`src/rtl/sgew_pkg.sv`:
```
`timescale 1ns / 1ps
`default_nettype none
package sgew_pkg;

    localparam int MAX_WIDTH    = 2048;
    localparam int FRAC_BITS    = 8;
    localparam int HEIGHT_LIMIT = 2048;

    localparam int COL_W  = $clog2(MAX_WIDTH);
    localparam int ROW_W  = $clog2(HEIGHT_LIMIT);
    localparam int CFG_W  = 12;
    localparam int POS_W  = ((COL_W > CFG_W) ? COL_W : CFG_W) + 1;
    localparam int WT_W   = 24;
    localparam int CH_W   = 8;
    localparam int SQ_W   = 2 * CH_W;
    localparam int GRAD_W = 15;
    localparam int GSUM_W = GRAD_W + 1;
    localparam int GRAD_FRAC = 4;
    localparam int GRAD_ONE  = 1 << GRAD_FRAC;
    localparam int ONE       = 1 << FRAC_BITS;

    localparam int SSUM_W = SQ_W + 2;
    localparam int RAD_W  = SSUM_W + 2 * FRAC_BITS;
    localparam int DIST_W = RAD_W / 2;
    localparam int NUM_W  = DIST_W + 1;
    localparam int DEN_W  = GSUM_W + 2;
    localparam int DIVD_W = NUM_W + GRAD_FRAC;
    localparam int REM_W  = (DIST_W + 1 > DEN_W) ? DIST_W + 1 : DEN_W;
    localparam int CAND_W = REM_W + 2;
    localparam int OPND_W = (RAD_W > DIVD_W) ? RAD_W : DIVD_W;
    localparam int ACC_W  = (DIST_W > DIVD_W) ? DIST_W : DIVD_W;
    localparam int SQRT_STEPS = RAD_W / 2;
    localparam int DIV_STEPS  = DIVD_W;
    localparam int CNT_W = $clog2(((SQRT_STEPS > DIV_STEPS) ? SQRT_STEPS : DIV_STEPS) + 1);

    localparam int APB_AW = 5;
    localparam int APB_DW = 32;

    localparam logic [2:0] REG_COST_MODE      = 3'd0;
    localparam logic [2:0] REG_FRAME_WIDTH    = 3'd1;
    localparam logic [2:0] REG_FRAME_HEIGHT   = 3'd2;
    localparam logic [2:0] REG_TERMINAL_COST  = 3'd3;
    localparam logic [2:0] REG_REGION_PENALTY = 3'd4;

    localparam logic [CFG_W-1:0] RST_FRAME_WIDTH    = CFG_W'(2048);
    localparam logic [CFG_W-1:0] RST_FRAME_HEIGHT   = CFG_W'(2048);
    localparam logic [WT_W-1:0]  RST_TERMINAL_COST  = WT_W'(2560000);
    localparam logic [WT_W-1:0]  RST_REGION_PENALTY = WT_W'(256000);

    typedef struct packed {
        logic [DIST_W-1:0] distance;
        logic              ok;
        logic [GSUM_W-1:0] grad;
    } t_pix_entry;

    typedef enum logic {
        OP_SQRT,
        OP_DIV
    } t_unit_op;

    typedef struct packed {
        logic              start;
        t_unit_op          op;
        logic [OPND_W-1:0] opnd;
        logic [DEN_W-1:0]  divisor;
    } t_unit_cmd;

    typedef struct packed {
        logic busy;
        logic done;
    } t_unit_stat;

    typedef enum logic [3:0] {
        S_IDLE,
        S_SQDIFF,
        S_ROOT_GO,
        S_ROOT_WAIT,
        S_LEFT_GO,
        S_LEFT_WAIT,
        S_UP_GO,
        S_UP_WAIT,
        S_FINISH
    } t_state;

endpackage
`default_nettype wire

```
`src/rtl/sgew_iter_unit.sv`:
```
`timescale 1ns / 1ps
`default_nettype none
module sgew_iter_unit (
    input  wire                           i_clk,
    input  wire                           i_rst_n,
    input  sgew_pkg::t_unit_cmd           i_cmd,
    output sgew_pkg::t_unit_stat          o_stat,
    output logic [sgew_pkg::ACC_W-1:0]    o_result
);
    import sgew_pkg::*;

    t_unit_op          r_op;
    logic [REM_W-1:0]  r_rem;
    logic [ACC_W-1:0]  r_acc;
    logic [OPND_W-1:0] r_opnd;
    logic [DEN_W-1:0]  r_div;
    logic [CNT_W-1:0]  r_cnt;
    logic              r_busy;
    logic              r_done;

    logic [CAND_W-1:0] cand;
    logic [CAND_W-1:0] trial;
    logic [CAND_W-1:0] diff;
    logic              ge;
    logic [REM_W-1:0]  n_rem;
    logic [ACC_W-1:0]  n_acc;
    logic [OPND_W-1:0] n_opnd;

    // one trial subtract per cycle, shared by root and quotient recurrences
    always_comb begin
        unique case (r_op)
            OP_SQRT: begin
                cand   = {r_rem, r_opnd[OPND_W-1 -: 2]};
                trial  = CAND_W'({r_acc[DIST_W-1:0], 2'b01});
                n_opnd = r_opnd << 2;
            end
            OP_DIV: begin
                cand   = CAND_W'({r_rem, r_opnd[OPND_W-1]});
                trial  = CAND_W'(r_div);
                n_opnd = r_opnd << 1;
            end
            default: begin
                cand   = '0;
                trial  = '0;
                n_opnd = r_opnd;
            end
        endcase
        ge    = cand >= trial;
        diff  = cand - trial;
        n_rem = ge ? diff[REM_W-1:0] : cand[REM_W-1:0];
        n_acc = {r_acc[ACC_W-2:0], ge};
    end

    always_ff @(posedge i_clk) begin
        if (!i_rst_n) begin
            r_busy <= 1'b0;
            r_done <= 1'b0;
        end else begin
            r_done <= 1'b0;
            if (i_cmd.start) begin
                r_busy <= 1'b1;
            end else if (r_busy && r_cnt == '0) begin
                r_busy <= 1'b0;
                r_done <= 1'b1;
            end
        end
    end

    always_ff @(posedge i_clk) begin
        if (i_cmd.start) begin
            r_op   <= i_cmd.op;
            r_rem  <= '0;
            r_acc  <= '0;
            r_opnd <= i_cmd.opnd;
            r_div  <= i_cmd.divisor;
            r_cnt  <= (i_cmd.op == OP_SQRT) ? CNT_W'(SQRT_STEPS - 1) : CNT_W'(DIV_STEPS - 1);
        end else if (r_busy) begin
            r_rem  <= n_rem;
            r_acc  <= n_acc;
            r_opnd <= n_opnd;
            r_cnt  <= r_cnt - 1'b1;
        end
    end

    assign o_stat.busy = r_busy;
    assign o_stat.done = r_done;
    assign o_result    = r_acc;

endmodule
`default_nettype wire

```
`config.mk`:
```
export PLATFORM = sky130hd
export DESIGN_NAME = sgew_iter_unit
export DESIGN_NICKNAME = d
export VERILOG_FILES = /design/src/rtl/sgew_pkg.sv /design/src/rtl/sgew_iter_unit.sv
export SDC_FILE = /design/constraint.sdc
export NUM_CORES = 1
export LEC_CHECK = 0
export ABC_AREA = 1
export BUFFER_PORTS_ARGS = -buffer_cell sky130_fd_sc_hd__buf_4
export CORE_MARGIN = 8
export CORE_UTILIZATION = 40
export DETAILED_ROUTE_END_ITERATION = 10
export REMOVE_ABC_BUFFERS = 1
export SLEW_MARGIN = 40
export SYNTH_ARGS = -nofsm -noshare
export SYNTH_HDL_FRONTEND = slang
export SYNTH_SLANG_ARGS = --single-unit
```
`constraint.sdc`:
```
create_clock -name i_clk -period 3.3 [get_ports i_clk]
set_clock_uncertainty 0.1 [all_clocks]
set_input_delay 0 -clock i_clk [delete_from_list [all_inputs] [get_ports i_clk]]
set_output_delay 0 -clock i_clk [all_outputs]
set_load 0.03 [all_outputs]
```
Word level (Yosys, flattened, before mapping)

Cells that the tools add are included.
W data, S select, Z words.

$add $sub $neg: 2
$mul: 0
Div/mod/pow operators: 0
Order comparisons: 1
Equal/unequal tests: 0
Shifts and indexed selects: 0
Muxes and demuxes: 12
Bitwise operators: 2
Reductions and logical operators: 5

Operator list:

| kind                  | count |
|---|---|
| $pmux W20 S2          | 2 |
| $mux W34              | 2 |
| $pmux W34 S2          | 1 |
| $ge A20 B20 Y1        | 1 |
| $mux W18              | 1 |
| $sub A18 B18 Y18      | 1 |
| $mux W5               | 2 |
| $logic_not A5 Y1      | 1 |
| $sub A5 B1 Y5 const B | 1 |
| $reduce_bool A2 Y1    | 2 |
| $mux W1               | 3 |
| $mux W3               | 1 |
| $not A1 Y1            | 2 |
| $reduce_or A2 Y1      | 1 |
| $logic_and A1 B1 Y1   | 1 |

Register bits after elaboration: 100
Latch bits: 0
Memory bits (writable): 0
ROM bits: 0
Output and inout port bits: 24
Memories kept: 0

Logic depth before layout (Yosys ltp)

Gate-level depths: netlist of the first run.

Depth after elaboration: 4
Depth in mapped cells: 21
Depth with buffers taken out: 18

Worst setup path after synthesis of the first run

OpenSTA, ideal clock, no wires.

Path kind: reg2reg
Start point: reg r_op
End point: reg r_rem[0]
Data arrival time: 2.589 ns
Setup slack: 0.490 ns
Stages on the path, launching flop included: 20
Buffers on the path: 5
Period minus slack after synthesis: 2.810 ns
Path through: edfxtp_1 > buf_6 > inv_4 > buf_2 > buf_2 > clkbuf_1 > nand2_1 > o21ai_0 > ha_1 > nand2_2 > inv_1 > nand2_1 > nand2_1 > inv_1 > nand3_2 > nand2_2 > buf_2 > nand3_1 > nand3_1 > o21ai_0

Longest elaborated chain between the ends: 4

Ends and longest elaborated chain:

| item                                               | line                                       | text |
|---|---|---|
| start: declaration                                 | sgew_iter_unit.sv:12                       | `t_unit_op r_op;` |
| start signal: assignment                           | sgew_iter_unit.sv:71                       | `r_op <= i_cmd.op;` |
| $not A1 Y1                                         | sgew_iter_unit.sv:31                       | `unique case (r_op)` |
| $pmux W20 S2                                       | sgew_iter_unit.sv:31                       |  |
| $sub A18 B18 Y18 or $ge A20 B20 Y1 (tied branches) | sgew_iter_unit.sv:49, sgew_iter_unit.sv:48 |  |
| $mux W18 *                                         | sgew_iter_unit.sv:50                       | `n_rem = ge ? diff[REM_W-1:0] : cand[REM_W-1:0];` |
| end signal: assignment                             | sgew_iter_unit.sv:78                       | `r_rem <= n_rem;` |
| end: declaration                                   | sgew_iter_unit.sv:13                       | `logic [REM_W-1:0] r_rem;` |

Mark *: on every way between the ends. The rest lies on a longest branch, timed or not. The select of a mux whose other input is x is not followed.
A chain may end at the register's enable or synchronous reset.

Worst setup path in the final report of the first run

Start point: reg r_op
End point: reg r_rem[17]

The elaborated chain is that of the path after synthesis.

==> results.py, run 1 <==
metrics = {
    "synthesis": {
        "yosysSeqAreaShare_pct": 44.8,
        "synthArstFlopShare_pct": 0,
        "synth_area_leaders": "edfxtp_1 30%, nand2_1 16%, dfxtp_1 15%, a21oi_1 6.7%, inv_1 6.0%",
        "synth_top_area_cell": "edfxtp_1",
        "synth_cells": 769,
        "synth_ff_type": "edfxtp_1",
        "yosys-top-cells-count": "240 x nand2_1, 92 x inv_1, 77 x a21oi_1, 58 x edfxtp_1, 53 x nor2_1",
        "ys_ff_latch": 100,
        "synth_cell_types": 37,
        "netlist_area_um2": 5760,
        "synth.most_common_cell": "nand2_1",
        "yosysWarnings": 0,
        "avgSynthCellArea_um2": 7.49,
        "synth_top_area_share_pct": 30.2,
        "synth-edff-count": 58,
    },
    "power_and_ir_drop": {
        "swShare_pct": 35.1,
        "fin_total_pwr_mw": 3.95,
        "combPwrFrac_pct": 33.8,
        "leakage_nw": 3.44,
        "p_switching_mw": 1.39,
        "p_int_mw": 2.56,
        "power_frac_seq_pct": 38.5,
        "p_clk_share_pct": 27.7,
        "ir_drop_v": 0.000291,
        "power_density_nw_per_um2": 536,
    },
    "critical_path": {
        "crit_family": "simple AND/OR/NAND/NOR gates",
        "cp_cell_sequence": "inv_4, or2_2, o21ai_0, inv_1, ha_1, nand2_1, inv_1, nand2_1, nand2_1, nand2_1, nand2_2, nor2_4, buf_4, nand3_1, nand2_1, inv_1, nand2_1, nand2_1",
        "cp-end-kind": "flop",
        "crit_arrival_ns": 3.12,
        "start_kind": "flop",
        "slowest_delay_ns": 0.50,
        "path_class": "flop to flop",
        "cp_slowest_cell": "edfxtp_1",
        "path_buf_inv": 5,
        "critPathRequiredTime_ns": 3.44,
        "crit_path_frequent_cell": "nand2_1",
        "path_max_fanout": 33,
    },
    "min_path": {
        "hold_path_class": "input port to flop",
    },
    "clocking": {
        "clkTransAtPathRegs_ns": 0.07,
        "clock_path_buffers": 2,
        "cts_sinks": 100,
        "htreeDepth": 3,
        "cts_tree": "built",
        "cts_buffers": 9,
        "cts.repair.resized": 0,
        "clock_latency_ns": 0.34,
        "cts_root_buffer": "clkbuf_16",
    },
    "floorplan": {
        "core_um2": 14300,
        "dieWidth_um": 136,
        "pin_count": 80,
        "row_count": 44,
        "start_util_pct": 40.3,
        "die_y_um": 136,
        "die_area_um2": 18500,
    },
    "timing": {
        "fin_crit_sh_pct": 90.1,
        "drv_slew": 0,
        "timing.hold.ws_ns": 0.274,
        "slew_headroom_pct": 52.9,
        "worst_slew_pin_slew_ns": 0.706,
        "layout_setup_ws_ns": 0.326,
        "hold_viol": 0,
        "period_minus_slack_ns": 2.97,
        "rsz0062_at_grt": "false",
        "setup_viol": 0,
        "fmax_mhz": 336,
        "fin_tns_setup_ns": 0,
    },
    "drt": {
        "drt_wl_total_mm": 15.2,
        "vias_per_cell": 4.90,
        "ant_nets": 0,
        "vias": 5289,
        "drtIter0Drc": 304,
        "drt_pass1_iterations": 5,
        "drc_errors": 0,
        "routedWlPerCell_um": 14.1,
    },
    "layout": {
        "design_area_um2": 7370,
        "area_growth_pct": 28.0,
        "final_util_pct": 51.5,
        "drive_gt1_share_pct": 15.1,
        "antenna_cells": 0,
        "nets": 967,
        "finalNonFillerCells": 1079,
    },
    "placed_design": {
        "hpwl_mm": 11.0,
        "placed_cells": 1008,
        "gp_congestion": 0.859,
        "place.port_buffers": 79,
        "dp_slack_ns": 0.358,
        "dpl_cell_area_um2": 6510,
    },
    "grt": {
        "grt_pass1_vias": 5251,
        "grt_max_degree": 62,
        "antenna_found_initial": 0,
        "grt-ovfl-total": 0,
        "grt_usage_pct": 17.1,
        "grt_pass1_wl_mm": 25.7,
    },
    "flow_run": {
        "drv_cap": 0,
    },
    "status": {
        "outcome": "completed",
    },
}
## kinds of logic after synthesis
| family | after synthesis | share of synthesized area [%] |
|---|---|---|
| buf+inv | 131 | 9.27 |
| mux | 1 | 0.174 |
| simple gates | 367 | 26.9 |
| xor+xnor | 8 | 1.22 |
| flops | 100 | 44.8 |
| fa+ha+maj | 21 | 4.69 |
| compound gates | 141 | 12.9 |
## power by group through the flow
stage          sequential, mW  clock, mW  combinational, mW
4_1_cts                  1.52       1.12               1.33
3_3_place_gp             1.54          0               1.26
6_report                 1.52       1.09               1.33
5_1_grt                  1.54       1.16               1.52
2_1_floorplan            1.55          0              0.893
3_5_place_dp             1.55          0               1.27
## area by class of cell
cell class	instances	area [um^2]
Clock buffer	11	275
Clock inverter	5	38.8
Fill cell	1365	6940
Inverter	96	363
Multi-Input combinational cell	538	2650
Sequential cell	100	2580
Tap cell	184	230
Timing Repair Buffer	145	1240
## flip-flops by register name, indices dropped and copies added (netlist names)
name and count:
r_rem 18, r_div 18, r_opnd 34, o_result 22, r_cnt 5, r_busy 1, r_op 1, r_done 1
## path summary, 6_finish.rpt
check        slack, ns  depth (start not counted)        end  startpoint
max               0.33                         18  r_rem[17]        r_op
min               0.27                          2   r_div[0]    i_cmd[0]
max reg2reg       0.33                         18  r_rem[17]        r_op
min reg2reg       0.35                          2   r_rem[9]    r_rem[9]
## cell usage in the layout, fill, tap and decap left out, drive strengths merged
master       count
nand2          248
inv             97
buf             90
a21oi           77
edfxtp          58
nor2            57
dlygate4sd3     55
nand3           46
dfxtp           42
o21ai           42
o22ai           20
ha              20
clkbuf          11
or2              6
nor3             4
xor2             4
xnor2            4
clkinv           4
nand4            3
nand3b           2
mux2i            1
and3             1
o21bai           1
o211ai           1
fa               1
## repair_timing
item	in CTS	in global routing
endpoints found under the hold margin	63	0
setup endpoints to repair	0	0
hold buffers	55	0
setup buffers	0	0
## per-layer routing
metal / GRT usage, % / part of all wire, %
met5: 0 / 0
met4: 5.61 / 1.6
met3: 3.51 / 4.1
met2: 27.6 / 47
met1: 22.3 / 47
No activity file was read; power rests on OpenSTA's default activity.
==> run 2: changes to the inputs <==
--- a/config.mk
+++ b/config.mk
@@ -10,6 +10,7 @@
 export CORE_MARGIN = 8
 export CORE_UTILIZATION = 40
 export DETAILED_ROUTE_END_ITERATION = 10
+export MAX_ROUTING_LAYER = met4
 export REMOVE_ABC_BUFFERS = 1
 export SLEW_MARGIN = 40
 export SYNTH_ARGS = -nofsm -noshare
==> run 2 against run 1 <==
Final cell count rose by 0.37%. First-iteration DRC count increased by 22%. Routed wire length is 1.7% higher. Register-to-register slack improved by 0.07 ns. Sequential share of layout area shrank 0.15 points.
==> results.py, run 2 (synthesized netlist as in run 1, its figures left out) <==
metrics = {
    "timing": {
        "fin_crit_sh_pct": 88.0,
        "rsz0062_at_grt": "false",
        "fmax_mhz": 344,
        "worst_slew_pin_slew_ns": 0.721,
        "drv_slew": 0,
        "period_minus_slack_ns": 2.90,
        "setup_viol": 0,
        "hold_viol": 0,
        "slew_headroom_pct": 51.9,
    },
    "layout": {
        "largest_reg_flops": 34,
        "nets": 971,
        "antenna_cells": 0,
        "final_util_pct": 51.7,
        "drive_gt1_share_pct": 15.7,
        "largest-register": "r_opnd",
        "final_cell_mix": "240 x nand2_1, 94 x buf_4, 92 x inv_1",
        "final_common_cell": "nand2_1",
        "area_growth_pct": 28.5,
    },
    "critical_path": {
        "crit_arrival_ns": 3.03,
        "critPathRequiredTime_ns": 3.43,
        "path_class": "flop to flop",
        "cp-end-kind": "flop",
        "r2r_cells": 14,
        "start_kind": "flop",
        "path_max_fanout": 17,
    },
    "power_and_ir_drop": {
        "fin_total_pwr_mw": 3.97,
        "leakage_nw": 3.47,
        "ir_drop_v": 0.000262,
        "power_density_nw_per_um2": 536,
    },
    "grt": {
        "grtUsageMet1_pct": 22.5,
        "use_met2_pct": 29.1,
        "grt_pass1_vias": 5342,
        "grt_busiest_layer": "met2",
        "grt_usage_pct": 18.0,
        "grt_pass1_wl_mm": 26.0,
        "antenna_found_initial": 0,
        "grt_max_degree": 62,
        "met3_usage_pct": 2.88,
        "grt-ovfl-total": 0,
    },
    "clocking": {
        "cts_root_buffer": "clkbuf_16",
        "htreeDepth": 3,
        "clock_path_buffers": 2,
        "cts_buffers": 9,
        "cts_tree": "built",
        "clock_latency_ns": 0.35,
        "cts_sinks": 100,
        "cts.repair.resized": 0,
        "clkTransAtPathRegs_ns": 0.07,
    },
    "floorplan": {
        "die_area_um2": 18500,
        "core_um2": 14300,
        "die_y_um": 136,
        "row_count": 44,
        "start_util_pct": 40.3,
        "pin_count": 80,
        "dieWidth_um": 136,
    },
    "placed_design": {
        "place.port_buffers": 79,
        "gp_congestion": 0.908,
        "hpwl_mm": 11.1,
    },
    "drt": {
        "vias_per_cell": 4.91,
        "routedWlPerCell_um": 14.3,
        "vias": 5313,
        "drt_pass1_iterations": 5,
        "drc_errors": 0,
        "drt_wl_total_mm": 15.5,
        "drtIter0Drc": 370,
        "ant_nets": 0,
    },
    "status": {
        "outcome": "completed",
    },
    "flow_run": {
        "drv_cap": 0,
    },
    "min_path": {
        "worstHoldPathCells": 5,
        "hold_path_class": "input port to flop",
    },
}
## run 2: report_power, final
group	internal [mW]	leakage (nW)	total, mW	switching [mW]
Clock	0.654	0.160	1.11	0.458
Combinational	0.501	2.39	1.34	0.835
Sequential	1.46	0.915	1.52	0.0658
## run 2: path summary, 6_finish.rpt
kind         startpoint  endpoint  slack [ns]
max                r_op  r_rem[3]        0.40
min           i_cmd[53]  r_rem[9]        0.08
max reg2reg        r_op  r_rem[3]        0.40
min reg2reg    r_rem[9]  r_rem[9]        0.36
## run 2: layer usage
| layer | up-vias | routed length [um] | part of all wire [%] |
|---|---|---|---|
| met5 | - | 0 | 0 |
| li1 | 2750 | - | - |
| met3 | 15 | 520 | 3.4 |
| met1 | 2446 | 7340 | 47 |
| met4 | 0 | 228 | 1.5 |
| met2 | 102 | 7410 | 48 |
## run 2: what timing repair did
action                                  CTS  global route
buffers inserted                          0             4
hold endpoints to repair                 57             0
endpoints found under the setup margin    0             2
hold buffers                             54             0
## run 2: area by class of cell
class,instances,area (um^2)
clock inverter,4,52.6
inverter,96,363
clock buffer,12,267
sequential,100,2580
fill,1373,6910
multi-input combinational,538,2650
timing repair buffer,149,1270
tap,184,230
## run 2: stage by stage
stage | instance area [um^2] | setup TNS, ns | hold WS (ns) | cells | setup slack [ns]
after CTS | 7380 | 0 | 0.0685 | 1079 | 0.278
final | 7410 | 0 | 0.0837 | 1083 | 0.397
after global routing | 7410 | 0 | 0.107 | 1083 | 0.132
after detailed placement | 6520 | 0 | 0.0796 | 1009 | 0.322
after global placement | 6520 | 0 | 0.0797 | 1009 | 0.357
after floorplan | 5590 | -11.33 | -0.00113 | 734 | -0.655
## run 2: worst max-delay path, cell delays in order, from the launching register on
cell	delay [ns]
edfxtp_1	0.47
buf_4	0.19
mux2i_1	0.22
ha_1	0.19
inv_1	0.08
fa_1	0.43
nand3_1	0.12
nand3_2	0.12
nand3_2	0.11
nand3_2	0.08
nand2_2	0.09
buf_4	0.24
nand3_1	0.10
nand3_1	0.13
o21ai_1	0.09
==> run 3: changes to the inputs <==
==> constraint.sdc (replaced) <==
create_clock -name i_clk -period 2.7 [get_ports i_clk]
set_clock_uncertainty 0.1 [all_clocks]
set_input_delay 0 -clock i_clk [delete_from_list [all_inputs] [get_ports i_clk]]
set_output_delay 0 -clock i_clk [all_outputs]
set_load 0.03 [all_outputs]
==> run 3 against run 2 <==
Cell area increased by 12%. Non-clock buffer count grew 51. Via count is 5.3% higher. Combinational power is 77% higher. Sequential cell count unchanged. Routed wire length grew 9.7%. Fmax up 8.4%. Largest power group is now combinational cells.
==> results.py, run 3 (synthesized netlist as in run 1, its figures left out) <==
metrics = {
    "clocking": {
        "cts_tree": "built",
        "clock_path_buffers": 2,
        "cts_sinks": 100,
        "clock_latency_ns": 0.34,
        "cts_buffers": 9,
        "clkTransAtPathRegs_ns": 0.07,
        "htreeDepth": 3,
        "cts_root_buffer": "clkbuf_16",
    },
    "drt": {
        "drt_wl_total_mm": 17.0,
        "vias_per_cell": 4.93,
        "drtIter0Drc": 350,
        "drt_pass1_iterations": 5,
        "routedWlPerCell_um": 15.0,
        "ant_nets": 0,
        "vias": 5597,
        "drc_errors": 0,
    },
    "power_and_ir_drop": {
        "swShare_pct": 35.7,
        "p_switching_mw": 1.96,
        "ir_drop_v": 0.000320,
        "leakage_nw": 3.80,
        "combPwrFrac_pct": 43.0,
        "power_frac_seq_pct": 34.0,
        "power_density_nw_per_um2": 664,
        "p_clk_share_pct": 22.9,
        "p_int_mw": 3.54,
    },
    "floorplan": {
        "core_um2": 14300,
        "dieWidth_um": 136,
        "row_count": 44,
        "die_y_um": 136,
        "pin_count": 80,
        "die_area_um2": 18500,
        "start_util_pct": 40.3,
    },
    "critical_path": {
        "slowest_delay_ns": 0.44,
        "start_kind": "flop",
        "crit_arrival_ns": 2.81,
        "cp_num_cells": 17,
        "path_buf_inv": 4,
        "critPathRequiredTime_ns": 2.83,
        "cp_slowest_cell": "edfxtp_1",
        "crit_family": "simple AND/OR/NAND/NOR gates",
        "cp-end-kind": "flop",
        "cp_cell_sequence": "buf_6, buf_6, mux2i_4, ha_2, inv_2, fa_2, nand3_2, nand3_4, nand3_2, nand3_4, nand2_4, nand2_8, buf_6, nand2_2, nand2_1, nand2_1, nand2_1",
        "path_max_fanout": 7,
        "path_class": "flop to flop",
        "r2r_cells": 17,
    },
    "placed_design": {
        "hpwl_mm": 11.7,
        "gp_congestion": 0.883,
        "place.port_buffers": 79,
    },
    "timing": {
        "fin_crit_sh_pct": 99.2,
        "timing.hold.ws_ns": 0.0587,
        "rsz0062_at_grt": "true",
        "hold_viol": 0,
        "fmax_mhz": 373,
        "period_minus_slack_ns": 2.68,
        "worst_slew_pin_slew_ns": 0.710,
        "fin_tns_setup_ns": 0,
        "setup_viol": 0,
        "drv_slew": 0,
        "slew_headroom_pct": 52.6,
    },
    "layout": {
        "antenna_cells": 0,
        "final_common_cell": "nand2_1",
        "final_cell_mix": "215 x nand2_1, 132 x buf_4, 88 x inv_1",
        "final_util_pct": 57.9,
        "largest-register": "r_opnd",
        "nets": 1024,
        "largest_reg_flops": 34,
        "drive_gt1_share_pct": 27.4,
        "area_growth_pct": 43.7,
    },
    "grt": {
        "antenna_found_initial": 0,
        "grt-ovfl-total": 0,
        "grt_usage_pct": 18.6,
        "grt_pass1_wl_mm": 27.0,
        "grt_pass1_vias": 5409,
        "grt_max_degree": 60,
    },
    "status": {
        "outcome": "completed",
    },
    "flow_run": {
        "drv_cap": 0,
    },
    "min_path": {
        "worstHoldPathCells": 5,
        "hold_path_class": "input port to flop",
    },
}
[run 3: worst register-to-register path: stages, from the launching register on]
cell	delay [ns]
edfxtp_1	0.44
buf_6	0.16
buf_6	0.12
mux2i_4	0.19
ha_2	0.20
inv_2	0.04
fa_2	0.34
nand3_2	0.10
nand3_4	0.09
nand3_2	0.10
nand3_4	0.09
nand2_4	0.12
nand2_8	0.09
buf_6	0.15
nand2_2	0.05
nand2_1	0.06
nand2_1	0.06
nand2_1	0.07
[run 3: power by group through the flow]
stage	Sequential [mW]	Clock [mW]	Combinational, mW
finish	1.87	1.26	2.37
global route	1.89	1.36	2.59
CTS	1.86	1.29	1.94
detailed placement	1.89	0	1.73
global placement	1.89	0	1.73
floorplan	1.89	0	1.09
[run 3: timing repair]
item	in CTS	in global routing
hold buffers	54	0
gates cloned	3	2
endpoints found under the setup margin	19	19
buffers inserted	9	9
pin swaps	3	24
gates resized for setup	24	108
hold endpoints to repair	57	0
[run 3: area by class of cell]
type / instances / area, um^2
repair buffers: 200 / 1750
flip-flops and latches: 100 / 2580
fillers: 1269 / 6030
multi-input cells: 538 / 3050
clock inverters: 6 / 42.5
well taps: 184 / 230
clock buffers: 10 / 250
repair inverters: 2 / 15.0
inverters: 96 / 365
[run 3: layer usage]
metal / vias to the layer above / share of wire (%) / track usage [%]
li1: 2867 / - / -
met1: 2579 / 47 / 25.0
met2: 135 / 48 / 29.1
met3: 16 / 3.9 / 2.62
met4: 0 / 1.4 / 4.64
met5: - / 0 / -
[run 3: path summary, 6_finish.rpt]
kind / from / end / slack, ns
max: r_op / r_rem[8] / 0.02
min: i_cmd[53] / r_rem[17] / 0.06
max reg2reg: r_op / r_rem[8] / 0.02
min reg2reg: r_rem[6] / r_rem[6] / 0.36
[run 3: through the flow]
step / setup WS [ns] / instance area [um^2] / cells / power, mW
floorplan: -1.25 / 5590 / 734 / 2.98
global placement: -0.0353 / 6770 / 1043 / 3.62
detailed placement: -0.0808 / 6770 / 1043 / 3.62
CTS: 0.000770 / 7770 / 1125 / 5.09
global route: -0.135 / 8280 / 1136 / 5.84
finish: 0.0218 / 8280 / 1136 / 5.50
